===== src/hw/rtl/ucts_pkg.sv =====
// shared types and codes for the endpoint-zero control transfer sequencer
// depends on nothing; used by every module of the block
package ucts_pkg;

	// event codes carried in the action field
	localparam logic [2:0] ACT_SETUP     = 3'd0;
	localparam logic [2:0] ACT_IN_DONE   = 3'd1;
	localparam logic [2:0] ACT_OUT_DONE  = 3'd2;
	localparam logic [2:0] ACT_STALL_CLR = 3'd3;
	localparam logic [2:0] ACT_BUS_RESET = 3'd4;

	// endpoint commands
	localparam logic [2:0] CMD_NONE       = 3'd0;
	localparam logic [2:0] CMD_SEND_CHUNK = 3'd1;
	localparam logic [2:0] CMD_SEND_ZLP   = 3'd2;
	localparam logic [2:0] CMD_ARM_STATUS = 3'd3;
	localparam logic [2:0] CMD_ARM_OUT    = 3'd4;
	localparam logic [2:0] CMD_ARM_SETUP  = 3'd5;
	localparam logic [2:0] CMD_DELIVER    = 3'd6;
	localparam logic [2:0] CMD_STALL      = 3'd7;

	// control stages
	localparam logic [1:0] STG_SETUP     = 2'd0;
	localparam logic [1:0] STG_DATA_IN   = 2'd1;
	localparam logic [1:0] STG_DATA_OUT  = 2'd2;
	localparam logic [1:0] STG_STATUS_IN = 2'd3;

	// device states
	localparam logic [1:0] DS_ATTACHED     = 2'd0;
	localparam logic [1:0] DS_ADDR_PENDING = 2'd1;
	localparam logic [1:0] DS_ADDRESSED    = 2'd2;

	// reciprocal scaling for the packet-multiple test
	localparam int RECIP_SHIFT = 24;

	// queue between front and back
	localparam int QUEUE_DEPTH = 4;
	localparam int QPTR_W      = 2;
	localparam int QCNT_W      = 3;

	typedef struct packed {
		logic [2:0]  action;
		logic        request_dir_in;
		logic        handler_accepted;
		logic [15:0] transfer_length;
		logic        is_set_address;
		logic [6:0]  new_address;
		logic [6:0]  out_byte_count;
	} evt_item_t;

	typedef struct packed {
		logic [2:0] command;
		logic [6:0] chunk_length;
		logic [6:0] device_address;
		logic [1:0] stage_now;
	} res_item_t;

	// classified event handed from front to back
	typedef struct packed {
		evt_item_t item;
		logic      zlp_need;
	} cls_evt_t;

endpackage


===== src/hw/rtl/ucts_front.sv =====
// front end: accepts events and classifies the data stage length
// depends on ucts_pkg; feeds ucts_queue
module ucts_front #(
	parameter int MAX_PACKET = 64
) (
	input  logic                clk,
	input  logic                arst_n,
	input  logic                evt_valid,
	output logic                evt_ready,
	input  ucts_pkg::evt_item_t evt,
	output logic                push_valid,
	input  logic                push_ready,
	output ucts_pkg::cls_evt_t  push_data
);

	localparam int SH      = ucts_pkg::RECIP_SHIFT;
	localparam int RECIP   = ((1 << SH) + MAX_PACKET - 1) / MAX_PACKET;
	localparam int PROD_W  = SH + 16;

	logic                valid_s1;
	ucts_pkg::evt_item_t item_s1;
	logic [15:0]         quot_s1;
	logic                valid_s2;
	ucts_pkg::cls_evt_t  evt_s2;

	logic                adv_s1;
	logic                adv_s2;
	logic [PROD_W-1:0]   prod;
	logic [15:0]         qmul;
	logic                zlp_need;

	// stall chain
	assign adv_s2    = !valid_s2 || push_ready;
	assign adv_s1    = !valid_s1 || adv_s2;
	assign evt_ready = adv_s1;

	// quotient by constant through reciprocal multiply
	assign prod = PROD_W'(evt.transfer_length) * PROD_W'(RECIP);

	// length is a multiple of the packet size and above one packet
	assign qmul     = 16'(quot_s1 * 16'(MAX_PACKET));
	assign zlp_need = (item_s1.transfer_length > 16'(MAX_PACKET)) &&
		(item_s1.transfer_length == qmul);

	// stage 1 register
	always_ff @(posedge clk or negedge arst_n) begin
		if (!arst_n) begin
			valid_s1 <= 1'b0;
		end else if (adv_s1) begin
			valid_s1 <= evt_valid;
		end
	end

	always_ff @(posedge clk) begin
		if (adv_s1 && evt_valid) begin
			item_s1 <= evt;
			quot_s1 <= prod[SH+15:SH];
		end
	end

	// stage 2 register
	always_ff @(posedge clk or negedge arst_n) begin
		if (!arst_n) begin
			valid_s2 <= 1'b0;
		end else if (adv_s2) begin
			valid_s2 <= valid_s1;
		end
	end

	always_ff @(posedge clk) begin
		if (adv_s2 && valid_s1) begin
			evt_s2.item     <= item_s1;
			evt_s2.zlp_need <= zlp_need;
		end
	end

	assign push_valid = valid_s2;
	assign push_data  = evt_s2;

endmodule


===== src/hw/rtl/ucts_queue.sv =====
// short fifo of classified events between front and back
// depends on ucts_pkg
module ucts_queue (
	input  logic               clk,
	input  logic               arst_n,
	input  logic               push_valid,
	output logic               push_ready,
	input  ucts_pkg::cls_evt_t push_data,
	output logic               pop_valid,
	input  logic               pop_ready,
	output ucts_pkg::cls_evt_t pop_data
);

	ucts_pkg::cls_evt_t              mem_q [ucts_pkg::QUEUE_DEPTH];
	logic [ucts_pkg::QPTR_W-1:0]     wr_ptr_q;
	logic [ucts_pkg::QPTR_W-1:0]     rd_ptr_q;
	logic [ucts_pkg::QCNT_W-1:0]     count_q;
	logic                            push;
	logic                            pop;

	assign push_ready = (count_q != ucts_pkg::QCNT_W'(ucts_pkg::QUEUE_DEPTH));
	assign pop_valid  = (count_q != '0);
	assign push       = push_valid && push_ready;
	assign pop        = pop_valid && pop_ready;
	assign pop_data   = mem_q[rd_ptr_q];

	// pointers and fill count
	always_ff @(posedge clk or negedge arst_n) begin
		if (!arst_n) begin
			wr_ptr_q <= '0;
			rd_ptr_q <= '0;
			count_q  <= '0;
		end else begin
			if (push) begin
				wr_ptr_q <= wr_ptr_q + 1'b1;
			end
			if (pop) begin
				rd_ptr_q <= rd_ptr_q + 1'b1;
			end
			if (push && !pop) begin
				count_q <= count_q + 1'b1;
			end else if (pop && !push) begin
				count_q <= count_q - 1'b1;
			end
		end
	end

	// entry storage
	always_ff @(posedge clk) begin
		if (push) begin
			mem_q[wr_ptr_q] <= push_data;
		end
	end

endmodule


===== src/hw/rtl/ucts_back.sv =====
// back end: control stage, address tracking and command output register
// depends on ucts_pkg; drains ucts_queue
module ucts_back #(
	parameter int MAX_PACKET = 64
) (
	input  logic                clk,
	input  logic                arst_n,
	input  logic                pop_valid,
	output logic                pop_ready,
	input  ucts_pkg::cls_evt_t  pop_data,
	output logic                res_valid,
	input  logic                res_ready,
	output ucts_pkg::res_item_t res
);

	localparam logic [15:0] MP16 = 16'(MAX_PACKET);

	logic [1:0]          stage_q;
	logic [15:0]         remaining_q;
	logic                zlp_q;
	logic [1:0]          dstate_q;
	logic [6:0]          paddr_q;
	logic [6:0]          caddr_q;
	logic                res_valid_q;
	ucts_pkg::res_item_t res_q;

	logic [1:0]          n_stage;
	logic [15:0]         n_remaining;
	logic                n_zlp;
	logic [1:0]          n_dstate;
	logic [6:0]          n_paddr;
	logic [6:0]          n_caddr;
	logic [2:0]          n_cmd;
	logic [6:0]          n_clen;
	logic [15:0]         chunk_src;
	logic [15:0]         chunk;
	logic [15:0]         ocount;
	logic [15:0]         out_left;
	logic                take;

	assign take      = pop_valid && (!res_valid_q || res_ready);
	assign pop_ready = !res_valid_q || res_ready;

	// next chunk size, taken from the new length on setup
	assign chunk_src = (pop_data.item.action == ucts_pkg::ACT_SETUP) ?
		pop_data.item.transfer_length : remaining_q;
	assign chunk     = (chunk_src < MP16) ? chunk_src : MP16;

	// out transaction with saturation at zero
	assign ocount   = 16'(pop_data.item.out_byte_count);
	assign out_left = (ocount > remaining_q) ? '0 : remaining_q - ocount;

	// event decode and stage update
	always_comb begin
		n_stage     = stage_q;
		n_remaining = remaining_q;
		n_zlp       = zlp_q;
		n_dstate    = dstate_q;
		n_paddr     = paddr_q;
		n_caddr     = caddr_q;
		n_cmd       = ucts_pkg::CMD_NONE;
		n_clen      = '0;
		case (pop_data.item.action)
			ucts_pkg::ACT_SETUP: begin
				n_stage = ucts_pkg::STG_SETUP;
				if (!pop_data.item.handler_accepted) begin
					n_cmd = ucts_pkg::CMD_STALL;
				end else begin
					if (pop_data.item.is_set_address) begin
						n_dstate = ucts_pkg::DS_ADDR_PENDING;
						n_paddr  = pop_data.item.new_address;
					end
					n_zlp = pop_data.zlp_need;
					if (pop_data.item.request_dir_in) begin
						n_remaining = pop_data.item.transfer_length - chunk;
						n_clen      = chunk[6:0];
						n_stage     = ucts_pkg::STG_DATA_IN;
						n_cmd       = ucts_pkg::CMD_SEND_CHUNK;
					end else begin
						n_remaining = pop_data.item.transfer_length;
						n_stage     = ucts_pkg::STG_DATA_OUT;
						n_cmd       = ucts_pkg::CMD_ARM_OUT;
					end
				end
			end
			ucts_pkg::ACT_IN_DONE: begin
				if (dstate_q == ucts_pkg::DS_ADDR_PENDING && caddr_q == '0) begin
					n_dstate = ucts_pkg::DS_ADDRESSED;
					n_caddr  = paddr_q;
				end
				if (stage_q == ucts_pkg::STG_DATA_IN) begin
					if (remaining_q == '0) begin
						if (zlp_q) begin
							n_zlp = 1'b0;
							n_cmd = ucts_pkg::CMD_SEND_ZLP;
						end else begin
							n_stage = ucts_pkg::STG_STATUS_IN;
							n_cmd   = ucts_pkg::CMD_ARM_STATUS;
						end
					end else begin
						n_remaining = remaining_q - chunk;
						n_clen      = chunk[6:0];
						n_cmd       = ucts_pkg::CMD_SEND_CHUNK;
					end
				end else if (stage_q == ucts_pkg::STG_STATUS_IN) begin
					n_stage = ucts_pkg::STG_SETUP;
					n_zlp   = 1'b0;
					n_cmd   = ucts_pkg::CMD_ARM_SETUP;
				end
			end
			ucts_pkg::ACT_OUT_DONE: begin
				if (stage_q == ucts_pkg::STG_DATA_OUT) begin
					n_remaining = out_left;
					if (out_left == '0) begin
						if (zlp_q) begin
							n_zlp = 1'b0;
							n_cmd = ucts_pkg::CMD_ARM_OUT;
						end else begin
							n_stage = ucts_pkg::STG_SETUP;
							n_cmd   = ucts_pkg::CMD_DELIVER;
						end
					end else begin
						n_cmd = ucts_pkg::CMD_ARM_OUT;
					end
				end else begin
					n_stage = ucts_pkg::STG_SETUP;
					n_zlp   = 1'b0;
					n_cmd   = ucts_pkg::CMD_ARM_SETUP;
				end
			end
			ucts_pkg::ACT_STALL_CLR: begin
				n_stage = ucts_pkg::STG_SETUP;
				n_zlp   = 1'b0;
				n_cmd   = ucts_pkg::CMD_ARM_SETUP;
			end
			ucts_pkg::ACT_BUS_RESET: begin
				// bus reset is ignored while an address waits to be committed
				if (dstate_q != ucts_pkg::DS_ADDR_PENDING) begin
					n_caddr  = '0;
					n_dstate = ucts_pkg::DS_ATTACHED;
					n_stage  = ucts_pkg::STG_SETUP;
					n_zlp    = 1'b0;
					n_cmd    = ucts_pkg::CMD_ARM_SETUP;
				end
			end
			default: begin
				n_cmd = ucts_pkg::CMD_NONE;
			end
		endcase
	end

	// sequencer state
	always_ff @(posedge clk or negedge arst_n) begin
		if (!arst_n) begin
			stage_q     <= ucts_pkg::STG_SETUP;
			remaining_q <= '0;
			zlp_q       <= 1'b0;
			dstate_q    <= ucts_pkg::DS_ATTACHED;
			paddr_q     <= '0;
			caddr_q     <= '0;
		end else if (take) begin
			stage_q     <= n_stage;
			remaining_q <= n_remaining;
			zlp_q       <= n_zlp;
			dstate_q    <= n_dstate;
			paddr_q     <= n_paddr;
			caddr_q     <= n_caddr;
		end
	end

	// output register
	always_ff @(posedge clk or negedge arst_n) begin
		if (!arst_n) begin
			res_valid_q <= 1'b0;
		end else if (pop_ready) begin
			res_valid_q <= pop_valid;
		end
	end

	always_ff @(posedge clk) begin
		if (take) begin
			res_q.command        <= n_cmd;
			res_q.chunk_length   <= n_clen;
			res_q.device_address <= n_caddr;
			res_q.stage_now      <= n_stage;
		end
	end

	assign res_valid = res_valid_q;
	assign res       = res_q;

endmodule


===== src/hw/rtl/usb_control_transfer_sequencer.sv =====
// endpoint-zero control transfer sequencer, top level
// depends on ucts_pkg, ucts_front, ucts_queue, ucts_back
//
// usage
//   evt channel (evt_valid / evt_ready / evt): one transaction per bus event on
//   endpoint zero: setup received, IN done, OUT done, stall cleared, bus reset.
//   res channel (res_valid / res_ready / res): exactly one transaction per event,
//   in order, carrying the endpoint command, the IN chunk length, the address in
//   use and the control stage after the event.
//   path: an accepted event passes two front pipeline registers, one queue slot
//   and one output register before its result is presented.
//   throughput: one event per cycle while res_ready is high, set by the stage
//   update in the back end; front, queue and output register keep that rate.
//   reset: arst_n clears the stage to setup wait, the byte count, the zlp flag,
//   the device state to attached and both addresses to zero; no result pending.
//   stall: when res_ready is low the output register holds, the back end stops
//   draining the four-entry queue, and evt_ready drops once the queue and the
//   front registers are full; nothing is lost or repeated.
module usb_control_transfer_sequencer #(
	parameter int MAX_PACKET = 64
) (
	input  logic                clk,
	input  logic                arst_n,
	input  logic                evt_valid,
	output logic                evt_ready,
	input  ucts_pkg::evt_item_t evt,
	output logic                res_valid,
	input  logic                res_ready,
	output ucts_pkg::res_item_t res
);

	logic               fq_valid;
	logic               fq_ready;
	ucts_pkg::cls_evt_t fq_data;
	logic               qb_valid;
	logic               qb_ready;
	ucts_pkg::cls_evt_t qb_data;

	// accept and classify
	ucts_front #(
		.MAX_PACKET(MAX_PACKET)
	) u_front (
		.clk       (clk),
		.arst_n    (arst_n),
		.evt_valid (evt_valid),
		.evt_ready (evt_ready),
		.evt       (evt),
		.push_valid(fq_valid),
		.push_ready(fq_ready),
		.push_data (fq_data)
	);

	// decoupling queue
	ucts_queue u_queue (
		.clk       (clk),
		.arst_n    (arst_n),
		.push_valid(fq_valid),
		.push_ready(fq_ready),
		.push_data (fq_data),
		.pop_valid (qb_valid),
		.pop_ready (qb_ready),
		.pop_data  (qb_data)
	);

	// stage sequencing and result
	ucts_back #(
		.MAX_PACKET(MAX_PACKET)
	) u_back (
		.clk      (clk),
		.arst_n   (arst_n),
		.pop_valid(qb_valid),
		.pop_ready(qb_ready),
		.pop_data (qb_data),
		.res_valid(res_valid),
		.res_ready(res_ready),
		.res      (res)
	);

	// only a sent chunk carries a length
	a_len_only_chunk: assert property (@(posedge clk) disable iff (!arst_n)
		res_valid && res.command != ucts_pkg::CMD_SEND_CHUNK |-> res.chunk_length == '0)
		else $error("chunk length set on a non-chunk command");

	// a chunk is at most one packet and leaves the stage in data in
	a_chunk_shape: assert property (@(posedge clk) disable iff (!arst_n)
		res_valid && res.command == ucts_pkg::CMD_SEND_CHUNK |->
		res.stage_now == ucts_pkg::STG_DATA_IN &&
		res.chunk_length <= 7'(MAX_PACKET))
		else $error("bad chunk command");

	// commands that end a transfer leave the stage in setup wait
	a_end_to_setup: assert property (@(posedge clk) disable iff (!arst_n)
		res_valid && (res.command == ucts_pkg::CMD_ARM_SETUP ||
		res.command == ucts_pkg::CMD_DELIVER || res.command == ucts_pkg::CMD_STALL) |->
		res.stage_now == ucts_pkg::STG_SETUP)
		else $error("transfer end without return to setup wait");

	// arming status goes with the status stage
	a_status_stage: assert property (@(posedge clk) disable iff (!arst_n)
		res_valid && res.command == ucts_pkg::CMD_ARM_STATUS |->
		res.stage_now == ucts_pkg::STG_STATUS_IN)
		else $error("status armed outside status stage");

endmodule

===== config.mk =====
export PLATFORM = sky130hd
export DESIGN_NAME = usb_control_transfer_sequencer
export DESIGN_NICKNAME = d
export VERILOG_FILES = /design/src/hw/rtl/ucts_pkg.sv /design/src/hw/rtl/ucts_front.sv /design/src/hw/rtl/ucts_queue.sv /design/src/hw/rtl/ucts_back.sv /design/src/hw/rtl/usb_control_transfer_sequencer.sv
export SDC_FILE = /design/constraint.sdc
export NUM_CORES = 1
export LEC_CHECK = 0
export BUFFER_PORTS_ARGS = -buffer_cell sky130_fd_sc_hd__buf_2
export CAP_MARGIN = 20
export CORE_ASPECT_RATIO = 1.5
export CORE_MARGIN = 2
export CORE_UTILIZATION = 50
export DETAILED_ROUTE_END_ITERATION = 8
export GPL_ROUTABILITY_DRIVEN = 0
export PLACE_DENSITY = 0.67
export SLEW_MARGIN = 5
export SYNTH_ARGS = -nofsm -noshare
export SYNTH_HDL_FRONTEND = slang
export SYNTH_SLANG_ARGS = --single-unit
export TNS_END_PERCENT = 20

===== constraint.sdc =====
create_clock -name clk -period 5.4 [get_ports clk]
set_clock_uncertainty 0.05 [all_clocks]
set_input_delay 0.54 -clock clk [delete_from_list [all_inputs] [get_ports clk]]
set_output_delay 0.54 -clock clk [all_outputs]
set_load 0.01 [all_outputs]

# Word level (Yosys, flattened, before mapping)
# Memories as Yosys holds them, arrays and structs flattened.
# Index checks and enable logic that the tools add are counted.
[totals]
regBits = 147
ramBits = 148
memories = 1
word_cells = 149
input_bits = 40
output_inout_bits = 21
[mem_list]
columns = ["name", "words", "word_bits", "rd", "rd_clocked_by_memory_dff", "write_ports", "line", "source"]
rows = [
  ["u_queue.mem_q", 4, 37, 1, 0, 1, "ucts_queue.sv:14", "ucts_pkg::cls_evt_t mem_q [ucts_pkg::QUEUE_DEPTH];"],
]
[op_classes]
eq_ne = 21
n_reduce_logical = 29
order_cmp = 3
mux = 56
add_sub_neg = 7
[ops]
columns = ["operator", "n"]
rows = [
  ["2-to-1 mux 16 bit", 8],
  ["one-hot mux 16 bit (3 select lines)", 1],
  ["2-to-1 mux 7 bit", 6],
  ["2-to-1 mux 2 bit", 18],
  ["zero test 16 bit", 2],
  ["subtractor 16 bit", 2],
  ["one-hot mux 7 bit (2 select lines)", 2],
  ["2-to-1 mux 3 bit", 7],
  ["== test 16 bit", 1],
  ["greater-than comparator 16 x 7 -> 1 bit (second input constant)", 1],
  ["greater-than comparator 7 x 16 -> 1 bit", 1],
  ["< comparator 16 x 7 -> 1 bit (second input constant)", 1],
  ["subtractor 16 x 7 -> 16 bit", 1],
  ["one-hot mux 3 bit (5 select lines)", 1],
  ["!= test 2 x 1 -> 1 bit (second input constant)", 6],
  ["AND reduction 6 bit", 2],
  ["2-to-1 mux 1 bit", 10],
  ["one-hot mux 2 bit (5 select lines)", 1],
  ["!= test 3 bit (second input constant)", 3],
  ["nonzero test 3 bit", 3],
  ["logical AND 1 bit", 8],
  ["zero test 7 bit", 1],
  ["AND reduction 7 bit", 1],
  ["== test 3 x 2 -> 1 bit (second input constant)", 2],
  ["17 further kinds", 27],
]

# Longest topological paths before layout
# Gate-level depths: netlist (run 1).
# An unclocked memory read counts as a cell.
[depth]
ltp_word = 9
ltp_mapped = 19
depth_no_buf = 17

# Modules after synthesis
# From an unflattened synthesis (run 1), not the netlist that was laid out.
[hier_totals]
cells_unflattened = 909
area_unflattened_um2 = 13027.5
[modules_own_cells]
columns = ["mod", "cells_per_inst", "seq_area_each_um2", "area_each_um2", "n_inst"]
rows = [
  ["ucts_queue", 228, 4619.4, 5740.5, 1],
  ["ucts_back", 593, 1471.4, 4964.8, 1],
  ["ucts_front", 88, 2242.2, 2322.2, 1],
]

# Worst setup path before layout (run 1)
# No wires, ideal clock.
[synth_timing]
kind = "flip-flop to flip-flop"
start = "reg u_queue.rd_ptr_q[1] in the netlist's numbering"
end = "reg u_back.res_q, in the netlist u_back.res[1], data pin"
arrival_time_ns = 4.510
n_path_buf = 4
path_slack_ns = 0.575
path_stages_with_launch = 17
setup_time_ns = 0.264
period_less_slack_ns = 4.825
required_ns = 5.086
cell_sequence = "dfrtp_1 > buf_2 > buf_1 > clkbuf_1 > clkbuf_1 > mux4_2 > ha_1 > inv_1 > fa_1 > a211oi_1 > o21ai_1 > a2111oi_0 > mux2_2 > a221o_1 > a211oi_1 > o31a_1 > a31oi_1"
[synth_via]
elab_chain_cells = 7
elab_cells_between_ends = 15
classes_between = "add/sub (1); order compare (1); eq/ne (4); mux (6); reduce/logical (2); memory (1)"
[synth_lines]
columns = ["element", "line", "source"]
rows = [
  ["from (decl)", "ucts_queue.sv:16", "logic [ucts_pkg::QPTR_W-1:0] rd_ptr_q;"],
  ["from (signal assigned)", "ucts_queue.sv:38", "rd_ptr_q <= rd_ptr_q + 1'b1;"],
  ["memory (4 x 37 bit) *", "-", ""],
  ["subtractor 16 x 7 -> 16 bit / greater-than comparator 7 x 16 -> 1 bit (equally long branches)", "ucts_back.sv:51", "assign out_left = (ocount > remaining_q) ? '0 : remaining_q - ocount;"],
  ["2-to-1 mux 16 bit", "ucts_back.sv:51", ""],
  ["zero test 16 bit", "ucts_back.sv:114", "if (out_left == '0) begin"],
  ["2-to-1 mux 2 bit", "ucts_back.sv:114", ""],
  ["2-to-1 mux 2 bit", "ucts_back.sv:112", "if (stage_q == ucts_pkg::STG_DATA_OUT) begin"],
  ["one-hot mux 2 bit (5 select lines) *", "ucts_back.sv:63", "case (pop_data.item.action)"],
  ["via u_back.n_stage[1]", "ucts_back.sv:27", "logic [1:0] n_stage;"],
  ["to (decl)", "ucts_back.sv:25", "ucts_pkg::res_item_t res_q;"],
]
# The timed path passes the listed nets; every way through them passes the cells marked *.
# A chain may end at the register's enable or synchronous reset.

# Worst setup path in the final report (run 1)
[layout_timing]
start = "reg u_queue.rd_ptr_q[0] in the netlist's numbering"
end = "reg u_back.remaining_q[13]"
[layout_via]
elab_chain_cells = 9
elab_cells_between_ends = 24
classes_between = "add/sub (3); order compare (2); eq/ne (6); mux (9); reduce/logical (3); memory (1)"
[layout_lines]
columns = ["element", "line", "source"]
rows = [
  ["memory (4 x 37 bit) *", "-", ""],
  ["zero test 3 bit", "ucts_back.sv:45, ucts_back.sv:63", ""],
  ["2-to-1 mux 16 bit", "ucts_back.sv:45", "assign chunk_src = (pop_data.item.action == ucts_pkg::ACT_SETUP) ?"],
  ["< comparator 16 x 7 -> 1 bit", "ucts_back.sv:47", "assign chunk = (chunk_src < MP16) ? chunk_src : MP16;"],
  ["2-to-1 mux 16 bit", "ucts_back.sv:47", ""],
  ["subtractor 16 bit, on equally long branches", "ucts_back.sv:101, ucts_back.sv:75", ""],
  ["2-to-1 mux 16 bit, on equally long branches", "ucts_back.sv:92, ucts_back.sv:74", ""],
  ["2-to-1 mux 16 bit, on equally long branches", "ucts_back.sv:91, ucts_back.sv:66", ""],
  ["one-hot mux 16 bit (3 select lines)", "ucts_back.sv:63", ""],
  ["to (signal assigned)", "ucts_back.sv:163", "remaining_q <= n_remaining;"],
  ["to (decl)", "ucts_back.sv:19", "logic [15:0] remaining_q;"],
]
# Mark *: on every way between the ends. The rest lies on a longest branch, timed or not. The select of a mux whose other input is x is not followed.

==> results.py, run 1 <==
metrics = {
    "route": {
        "drt_iter0_drc": 629,
        "vias": 7861,
        "wl_um": 26700,
        "firstDrtPassIters": 5,
        "drc": 0,
        "routed_via_density": 5.79,
        "avgRoutedWirePerCell_um": 19.6,
        "ant_nets": 0,
    },
    "final_layout": {
        "drive_gt1_frac": 0.184,
        "nFillCells": 2064,
        "nets": 1094,
        "diodes": 0,
        "design_area_sq_um": 14700,
        "final_util": 0.571,
        "finalNonFillerCells": 1358,
        "area_growth_pct": 13.0,
    },
    "timing": {
        "max_freq_ghz": 0.210,
        "setup_slack_ns": 0.628,
        "rsz0062_at_grt": "no",
        "tightest_slew_ns": 0.805,
        "finalHoldViolCount": 0,
        "finalCriticalPeriod_ns": 4.77,
        "relSlewSlack": 0.459,
        "maxSlewViolCount": 0,
        "setup_viol": 0,
        "tns_ns": 0,
        "timing.hold.ws_ns": 0.0666,
        "fin_crit_sh": 0.884,
    },
    "cts": {
        "clk_pin_slew_ns": 0.06,
        "cts_buffers": 26,
        "cts_tree": "built",
        "postCtsSetupBuffers": 0,
        "ctsResizeCount": 0,
        "h-tree-depth": 1,
        "hold_buffers": 0,
        "clockRootBuffer": "clkbuf_16",
        "clk_latency_ns": 0.53,
        "clk_path_buf_depth": 3,
        "cts.sinks": 285,
    },
    "logic_synthesis": {
        "async_flop_share": 0.158,
        "synthFlopType": "edfxtp_1",
        "ys_warn_count": 0,
        "synth_area_leader_cell": "edfxtp_1",
        "synth_cell_types": 70,
        "netlist.area_leader.share": 0.555,
        "synth_area_leaders": "edfxtp_1 55%, dfrtp_1 8.7%, mux4_2 6.2%",
        "synth_edf_count": 240,
        "syn_avg_cell_area_sq_um": 14.3,
        "synth_seq_cells": 285,
        "syn-cell-area_sq_um": 13000,
        "ys_seq_area_frac": 0.642,
        "syn_inst": 907,
    },
    "global_routing": {
        "grt_pass1_wl_um": 42800,
        "grt_pass1_vias": 8165,
        "grt_use_total": 0.202,
        "antenna_found_initial": 0,
        "grt-ovfl-total": 0,
        "grt_max_degree": 46,
    },
    "pwr": {
        "powerDensity_nw_per_um2": 632,
        "leakagePower_nw": 5.43,
        "power.total_mw": 9.27,
        "peakVddDrop_mv": 0.300,
    },
    "floorplan": {
        "core_area_sq_um": 25700,
        "die_h_um": 201,
        "fp.dieArea_sq_um": 27300,
        "num_rows": 72,
        "ios": 61,
        "die_w_um": 136,
        "start_util": 0.506,
    },
    "placement": {
        "portBuffers": 60,
        "place_area_sq_um": 13800,
        "pre_cts_ws_ns": 0.652,
        "post-dp-hpwl_um": 19000,
        "dp_cells": 1309,
    },
    "setup_path": {
        "cp.arrival_ns": 5.14,
        "required_ns": 5.76,
        "setup.worst_path.class": "reg2reg",
        "critical_path.startpoint_type": "register",
        "critPathMaxFanout": 11,
        "critPathCaptureType": "register",
    },
    "outcome": {
        "outcome": "complete, no violations",
    },
    "worst_hold_path": {
        "hold_class": "in2async",
    },
    "flow_run": {
        "max_cap_violations": 0,
    },
}
cell families after synthesis:
kind of cell | Yosys count | synth area share
DFF | 285 | 0.642
adders and majority gates | 49 | 0.0495
other | 1 | 0.000289
and+or+nand+nor | 237 | 0.0910
buffers and inverters | 53 | 0.0173
AOI/OAI and AO/OA | 196 | 0.101
muxes | 57 | 0.0801
xor gates and xnor gates | 29 | 0.0196
Yosys cell counts (3+ instances only):
master,count
a211oi_1,16
a21o_1,22
a21oi_1,46
a221oi_1,6
a22o_1,7
a22oi_1,4
a31oi_1,4
and2_1,6
and3_1,6
buf_2,12
clkbuf_1,9
dfrtp_1,45
edfxtp_1,240
fa_1,4
ha_1,45
inv_1,28
mux2_2,15
mux2i_1,6
mux4_2,36
nand2_1,54
nand2b_1,11
nand3_1,8
nand4_1,5
nor2_1,71
nor2b_1,8
nor3_1,23
nor3b_1,6
nor4_1,12
o21a_1,9
o21ai_0,40
o221ai_1,3
o22ai_1,7
o31a_1,4
o41ai_1,3
or2_2,5
or3_1,7
or4_1,3
xnor2_1,21
xor2_1,8
registers in the layout (all words and copies together), names as in the netlist:
signal,cells
u_back.caddr_q,7
u_queue.mem_q,148
u_back.paddr_q,7
u_back.remaining_q,16
u_queue.count_q,3
u_back.dstate_q,2
u_back.res_valid,1
u_front.valid_s1,1
u_queue.wr_ptr_q,2
u_front.push_valid,1
u_front.push_data,37
u_back.res,19
u_back.stage_q,2
u_queue.rd_ptr_q,2
u_front.item_s1,36
u_back.zlp_q,1
layout by cell type, fill, tap and decap left out, types with 27 or more instances in the layout:
cell type    n
clkbuf_16   27
mux4_2      36
a21oi_1     45
o21ai_0     40
buf_2       60
edfxtp_1   240
nand2_1     54
inv_1       28
nor2_1      71
ha_1        45
dfrtp_1     44
final timing paths:
kind | startpoint | to | slack (ns) | cells past startpoint
max | u_queue.rd_ptr_q[0] | u_back.remaining_q[13] | 0.63 | 15
min | arst_n | u_back.res_valid | 0.07 | 2
max reg2reg | u_queue.rd_ptr_q[0] | u_back.remaining_q[13] | 0.63 | 15
min reg2reg | u_front.item_s1[2] | u_front.push_data[3] | 0.37 | 0
max in group asynchronous | arst_n | u_queue.rd_ptr_q[0] | 4.77 | 2
min in group clk | evt[4] | u_front.item_s1[4] | 0.13 | 1
routing by layer:
layer | vias to the layer above | wire length [um] | track usage
li1 | 3701 | - | -
met5 | - | 0 | 0
met1 | 3799 | 10600 | 0.248
met4 | 0 | 1400 | 0.108
met2 | 262 | 13400 | 0.345
met3 | 99 | 1250 | 0.0267
report_power, final:
group	internal (mW)	switching [mW]
sequential	3.08	0.345
combinational	1.64	2.42
clock	1.04	0.759
total	5.75	3.52
area by class of cell:
| type | instances | area (sq um) | area share |
|---|---|---|---|
| Sequential cell | 285 | 8330 | 0.568 |
| Inverter | 28 | 105 | 0.00716 |
| Tap cell | 333 | 417 | 0.0284 |
| Clock inverter | 11 | 123 | 0.00836 |
| Clock buffer | 37 | 723 | 0.0493 |
| Multi-Input combinational cell | 584 | 4510 | 0.307 |
| Timing Repair Buffer | 80 | 463 | 0.0316 |
worst max-delay path: stages, from the launching register on:
cell	delay (ns)
dfrtp_2	0.60
mux4_2	0.67
or2_2	0.42
nor2_4	0.20
nor4_1	0.09
a31oi_2	0.37
a21o_1	0.19
ha_1	0.29
o21ai_0	0.18
a21oi_1	0.10
o41ai_1	0.46
a21o_1	0.26
a21oi_1	0.12
a311oi_1	0.30
nor4_1	0.09
a221o_1	0.27
Power figures use the tool's default switching activity.
==> inputs of run 2 (changes only) <==
ABC_AREA = 1   (was not set)
==> run 2 against run 1 <==
- final cell count increased by 27%
- global-route usage increased by 0.81 points
- clock power about the same
- power increased by 9.8%
- routed wire length increased by 11%
- critical path type unchanged
- largest cell class unchanged
- largest power group unchanged
==> results.py, run 2 <==
metrics = {
    "final_layout": {
        "final_common_cell": "nand2_1",
        "diodes": 0,
        "nFillCells": 2221,
        "final_cell_mix": "262 x nand2_1, 240 x edfxtp_1, 127 x nor2_1",
        "drive_gt1_frac": 0.110,
        "area_growth_pct": 11.9,
        "largest_register_ffs": 148,
        "nets": 1461,
        "regMostFlops": "u_queue.mem_q",
        "design_area_sq_um": 15100,
    },
    "placement": {
        "pre_cts_ws_ns": 1.10,
        "portBuffers": 60,
        "post-dp-hpwl_um": 20700,
        "place_area_sq_um": 14300,
    },
    "floorplan": {
        "die_h_um": 205,
        "num_rows": 73,
        "core_area_sq_um": 26600,
        "start_util": 0.509,
        "die_w_um": 138,
        "fp.dieArea_sq_um": 28400,
        "ios": 61,
    },
    "flow_run": {
        "max_cap_violations": 0,
    },
    "cts": {
        "cts_buffers": 27,
        "clk_path_buf_depth": 3,
        "postCtsSetupBuffers": 0,
        "cts_tree": "built",
        "cts.sinks": 285,
        "clockRootBuffer": "clkbuf_16",
        "h-tree-depth": 1,
        "hold_buffers": 0,
        "ctsResizeCount": 0,
        "clk_pin_slew_ns": 0.06,
        "clk_latency_ns": 0.54,
    },
    "logic_synthesis": {
        "ys_top_cells_by_count": "262 x nand2_1, 240 x edfxtp_1, 131 x nor2_1",
        "syn-cell-area_sq_um": 13500,
        "synth_edf_count": 240,
        "async_flop_share": 0.158,
        "synth_cell_types": 58,
        "synth_area_leader_cell": "edfxtp_1",
        "netlist.area_leader.share": 0.533,
        "ys_seq_area_frac": 0.616,
        "synth.most_common_cell": "nand2_1",
        "syn_avg_cell_area_sq_um": 10.5,
        "synthFlopType": "edfxtp_1",
        "synth_seq_cells": 285,
        "syn_inst": 1290,
        "synth_area_leaders": "edfxtp_1 53%, dfrtp_1 8.3%, nand2_1 7.3%",
        "ys_warn_count": 0,
    },
    "timing": {
        "finalCriticalPeriod_ns": 4.40,
        "relSlewSlack": 0.524,
        "maxSlewViolCount": 0,
        "rsz0062_at_grt": "no",
        "finalHoldViolCount": 0,
        "tightest_slew_ns": 0.712,
        "setup_slack_ns": 0.998,
        "max_freq_ghz": 0.227,
        "tns_ns": 0,
        "fin_crit_sh": 0.815,
        "setup_viol": 0,
    },
    "global_routing": {
        "grt_pass1_vias": 9469,
        "grt_use_total": 0.210,
        "grt-ovfl-total": 0,
        "grt_max_degree": 86,
        "grt_pass1_wl_um": 47700,
        "antenna_found_initial": 0,
    },
    "route": {
        "drc": 0,
        "avgRoutedWirePerCell_um": 17.1,
        "wl_um": 29500,
        "ant_nets": 0,
        "firstDrtPassIters": 6,
        "drt_iter0_drc": 662,
        "routed_via_density": 5.49,
        "vias": 9490,
    },
    "setup_path": {
        "critPathCaptureType": "register",
        "slowest_stage": "nand3_1",
        "critPathMostFrequentCell": "nand2_1",
        "r2r-end": "u_back.res[1]",
        "worst-path-buf-inv": 4,
        "required_ns": 5.63,
        "max_stage_delay_ns": 0.49,
        "path_cells": "clkinv_1 -> buf_4 -> o21ai_0 -> o22ai_1 -> ha_1 -> inv_1 -> fa_1 -> nand2_1 -> inv_1 -> nand2_1 -> nand2_1 -> nand2_1 -> nand3_1 -> nand3_1 -> nand2_1 -> nor2_1 -> nand4_1 -> nand2_1 -> a21boi_0",
        "cp.arrival_ns": 4.63,
        "critical_path.startpoint_type": "register",
        "critPathTopFamily": "simple AND/OR/NAND/NOR gates",
        "setup.worst_path.class": "reg2reg",
        "reg2regPathDepth": 19,
        "rr_startpoint": "u_queue.rd_ptr_q[1]",
        "critPathMaxFanout": 35,
        "reg2reg_slack_ns": 1.0,
    },
    "pwr": {
        "leakagePower_nw": 6.08,
        "powerDensity_nw_per_um2": 673,
        "peakVddDrop_mv": 0.317,
    },
    "worst_hold_path": {
        "hold_class": "in2async",
    },
    "outcome": {
        "outcome": "complete, no violations",
    },
}
==> run 2: cell types whose count changed after synthesis, sizes merged, moves of 36 or more <==
cell   change
inv       +94
mux4      -36
nand2    +212
nand3     +73
nor2      +62
o21ai     +59
==> run 2: cell type report <==
| cell class | count | area (sq um) | area share |
|---|---|---|---|
| well taps | 337 | 422 | 0.0279 |
| flip-flops and latches | 285 | 8330 | 0.551 |
| repair buffers | 75 | 438 | 0.0289 |
| inverters | 124 | 468 | 0.0309 |
| clock inverters | 13 | 108 | 0.00711 |
| clock buffers | 36 | 729 | 0.0482 |
| multi-input cells | 859 | 4630 | 0.306 |
==> run 2: cells by family (layout without fill, tap and decap cells) <==
kind of cell | count (synthesis) | in the layout | synth area share
other | 1 | 16 | 0.000277
buffers and inverters | 161 | 248 | 0.0488
muxes | 1 | 1 | 0.000833
adders and majority gates | 49 | 49 | 0.0476
AOI/OAI and AO/OA | 256 | 256 | 0.111
xor gates and xnor gates | 15 | 15 | 0.00971
and+or+nand+nor | 522 | 522 | 0.165
DFF | 285 | 285 | 0.616
==> run 2: worst register-to-register path, stage by stage (launching register included) <==
cell and delay [ns]:
dfrtp_1 0.38, clkinv_1 0.14, buf_4 0.38, o21ai_0 0.15, o22ai_1 0.23, ha_1 0.19
inv_1 0.09, fa_1 0.48, nand2_1 0.09, inv_1 0.05, nand2_1 0.05, nand2_1 0.08
nand2_1 0.13, nand3_1 0.49, nand3_1 0.43, nand2_1 0.08, nor2_1 0.29, nand4_1 0.17
nand2_1 0.11, a21boi_0 0.08
==> run 2: per-stage QoR <==
| step | instances | util | total power [mW] | hold WS [ns] |
|---|---|---|---|---|
| after floorplan | 1305 | - | 7.01 | 0.194 |
| after global placement | 1680 | 0.538 | 8.30 | 0.351 |
| after detailed placement | 1680 | 0.538 | 8.37 | 0.355 |
| after CTS | 1729 | 0.569 | 10.2 | 0.0479 |
| after global routing | 1729 | 0.569 | 11.0 | 0.0870 |
| final | 1729 | 0.569 | 10.2 | 0.0412 |
==> run 2: power breakdown <==
part,internal [mW],switching [mW]
Combinational,1.58,3.35
Clock,1.00,0.788
Sequential,3.14,0.316
==> run 2: layer usage <==
metal | vias up | global-route usage | wire length (um)
li1 | 4661 | - | -
met5 | - | 0 | 0
met1 | 4466 | 0.247 | 12000
met3 | 92 | 0.0256 | 1230
met4 | 0 | 0.101 | 1420
met2 | 271 | 0.383 | 14900
==> run 2: worst max-delay path by stage <==
stage	from	end	cells past startpoint
final	u_queue.rd_ptr_q[1]	u_back.res[1]	19
after detailed placement	u_queue.rd_ptr_q[0]	u_back.remaining_q[10]	23
after global routing	u_queue.rd_ptr_q[0]	u_back.remaining_q[9]	22
after global placement	u_queue.rd_ptr_q[1]	u_back.res[1]	19
after floorplan	u_queue.rd_ptr_q[0]	u_back.res[1]	24
after CTS	u_queue.rd_ptr_q[0]	u_back.remaining_q[10]	23
==> inputs of run 3 (changes only) <==
clock period = 4.39 ns   (was 5.4 ns; I/O delays follow)
==> run 3 against run 2 <==
- sequential cell count unchanged
- non-clock buffer count up 49
- final cell count increased by 2.8%
- worst setup slack got worse by 0.73 ns
- register-to-register slack got worse by 0.73 ns
- clock-buffer cell count is 7 lower
- global-route usage up 0.64 points
- sequential share of layout area is 2.0 points lower
- die area unchanged
- critical path depth grew 1
- core utilization increased by 2.2 points
- critical path type unchanged
==> results.py, run 3 (synthesized netlist as in run 2, its figures left out) <==
metrics = {
    "outcome": {
        "outcome": "complete, no violations",
    },
    "cts": {
        "clk_path_buf_depth": 3,
        "clk_pin_slew_ns": 0.07,
        "cts.sinks": 285,
        "h-tree-depth": 1,
        "cts_buffers": 27,
        "clk_latency_ns": 0.55,
        "cts_tree": "built",
        "clockRootBuffer": "clkbuf_16",
    },
    "floorplan": {
        "die_w_um": 138,
        "ios": 61,
        "num_rows": 73,
        "start_util": 0.509,
        "die_h_um": 205,
        "fp.dieArea_sq_um": 28400,
        "core_area_sq_um": 26600,
    },
    "final_layout": {
        "diodes": 0,
        "final_cell_mix": "262 x nand2_1, 240 x edfxtp_1, 126 x nor2_1",
        "final_util": 0.591,
        "nets": 1510,
        "regMostFlops": "u_queue.mem_q",
        "nFillCells": 2194,
        "drive_gt1_frac": 0.126,
        "area_growth_pct": 16.2,
        "seqCellArea_sq_um": 8340,
        "multiInputGateArea_sq_um": 4650,
        "design_area_sq_um": 15700,
        "final_common_cell": "nand2_1",
        "largest_register_ffs": 148,
    },
    "pwr": {
        "powerDensity_nw_per_um2": 829,
        "leakagePower_nw": 6.36,
        "peakVddDrop_mv": 0.398,
        "power.total_mw": 13.0,
    },
    "setup_path": {
        "critPathMaxFanout": 18,
        "critPathCaptureType": "register",
        "setup.worst_path.class": "reg2reg",
        "slowest_stage": "dfrtp_4",
        "reg2reg_slack_ns": 0.26,
        "required_ns": 4.64,
        "critPathTopFamily": "simple AND/OR/NAND/NOR gates",
        "worst-path-buf-inv": 5,
        "path_cells": "inv_2 -> buf_4 -> o21ai_0 -> o22ai_1 -> ha_1 -> inv_1 -> fa_1 -> nand2_1 -> inv_1 -> nand2_1 -> nand2_1 -> nand2_1 -> nand3_1 -> buf_4 -> nand3_1 -> nand2_1 -> nor2_1 -> nand4_1 -> nand2_1 -> a21boi_0",
        "critical_path.startpoint_type": "register",
        "cp.arrival_ns": 4.37,
        "max_stage_delay_ns": 0.58,
        "critPathMostFrequentCell": "nand2_1",
    },
    "global_routing": {
        "grt_use_total": 0.217,
        "grt_max_degree": 46,
        "grt_pass1_vias": 9650,
        "grt-ovfl-total": 0,
        "grt_pass1_wl_um": 48700,
        "antenna_found_initial": 0,
    },
    "timing": {
        "fin_crit_sh": 0.940,
        "tightest_slew_ns": 0.960,
        "relSlewSlack": 0.359,
        "finalCriticalPeriod_ns": 4.13,
        "max_freq_ghz": 0.242,
        "maxSlewViolCount": 0,
        "rsz0062_at_grt": "yes",
        "finalHoldViolCount": 0,
        "tns_ns": 0,
        "setup_viol": 0,
    },
    "route": {
        "ant_nets": 0,
        "wl_um": 30700,
        "drc": 0,
        "drt_iter0_drc": 654,
        "routed_via_density": 5.50,
        "avgRoutedWirePerCell_um": 17.3,
        "vias": 9771,
        "firstDrtPassIters": 5,
    },
    "placement": {
        "portBuffers": 60,
        "post-dp-hpwl_um": 21700,
        "place_area_sq_um": 14400,
    },
    "worst_hold_path": {
        "hold_class": "in2reg",
    },
    "flow_run": {
        "max_cap_violations": 0,
    },
}
==> run 3: changes by cell type in the layout (fill, tap and decap cells not counted), moves of 2 or more <==
cell / change
buf_4: +18
bufinv_16: +5
clkbuf_1: -5
clkinv_1: -2
clkinv_2: +2
o21ai_0: -3
o21ai_1: +2
dlygate4sd3_1: +31
clkbuf_8: -2
==> run 3: path summary, 6_finish.rpt <==
kind                                           from              endpoint  cells after the start
min in group asynchronous                    arst_n   u_queue.wr_ptr_q[1]                      3
max in group asynchronous                    arst_n   u_queue.rd_ptr_q[0]                      3
worst min-delay path                         evt[3]    u_front.item_s1[3]                      1
worst max-delay path            u_queue.rd_ptr_q[0]         u_back.res[1]                     20
worst min register to register   u_front.item_s1[1]  u_front.push_data[2]                      0
worst max register to register  u_queue.rd_ptr_q[0]         u_back.res[1]                     20
==> run 3: cell type report <==
type | count | share of cell area
clock inverters | 20 | 0.0176
multi-input cells | 859 | 0.296
flip-flops and latches | 285 | 0.530
clock buffers | 29 | 0.0435
repair buffers | 124 | 0.0562
well taps | 337 | 0.0268
inverters | 124 | 0.0298
==> run 3: per-stage QoR <==
step / cells / setup WS (ns) / hold WS [ns]
after CTS: 1773 / 0.166 / 0.00296
after detailed placement: 1693 / 0.188 / 0.355
after global routing: 1778 / -0.0285 / 0.0207
final: 1778 / 0.265 / 0.0317
after floorplan: 1305 / 0.486 / 0.0934
after global placement: 1693 / 0.349 / 0.351
==> run 3: power breakdown <==
part           internal [mW]  leakage, nW  total, mW  switching, mW
sequential              3.86         2.81       4.27          0.402
clock                   1.49        0.463       2.51           1.01
combinational           2.06         3.08       6.26           4.20
total                   7.41         6.36       13.0           5.62
==> run 3: per-layer routing <==
layer | vias up | routed length [um] | global-route usage
met1 | 4653 | 12500 | 0.258
met3 | 83 | 1160 | 0.0247
met2 | 283 | 15600 | 0.391
li1 | 4752 | - | -
met4 | 0 | 1390 | 0.108
met5 | - | 0 | 0
==> run 3: timing repair <==
item,CTS,global route
endpoints found under the hold margin,75,0
hold buffers,31,0
setup endpoints to repair,0,8
setup buffers,0,5
gates resized for setup,0,9
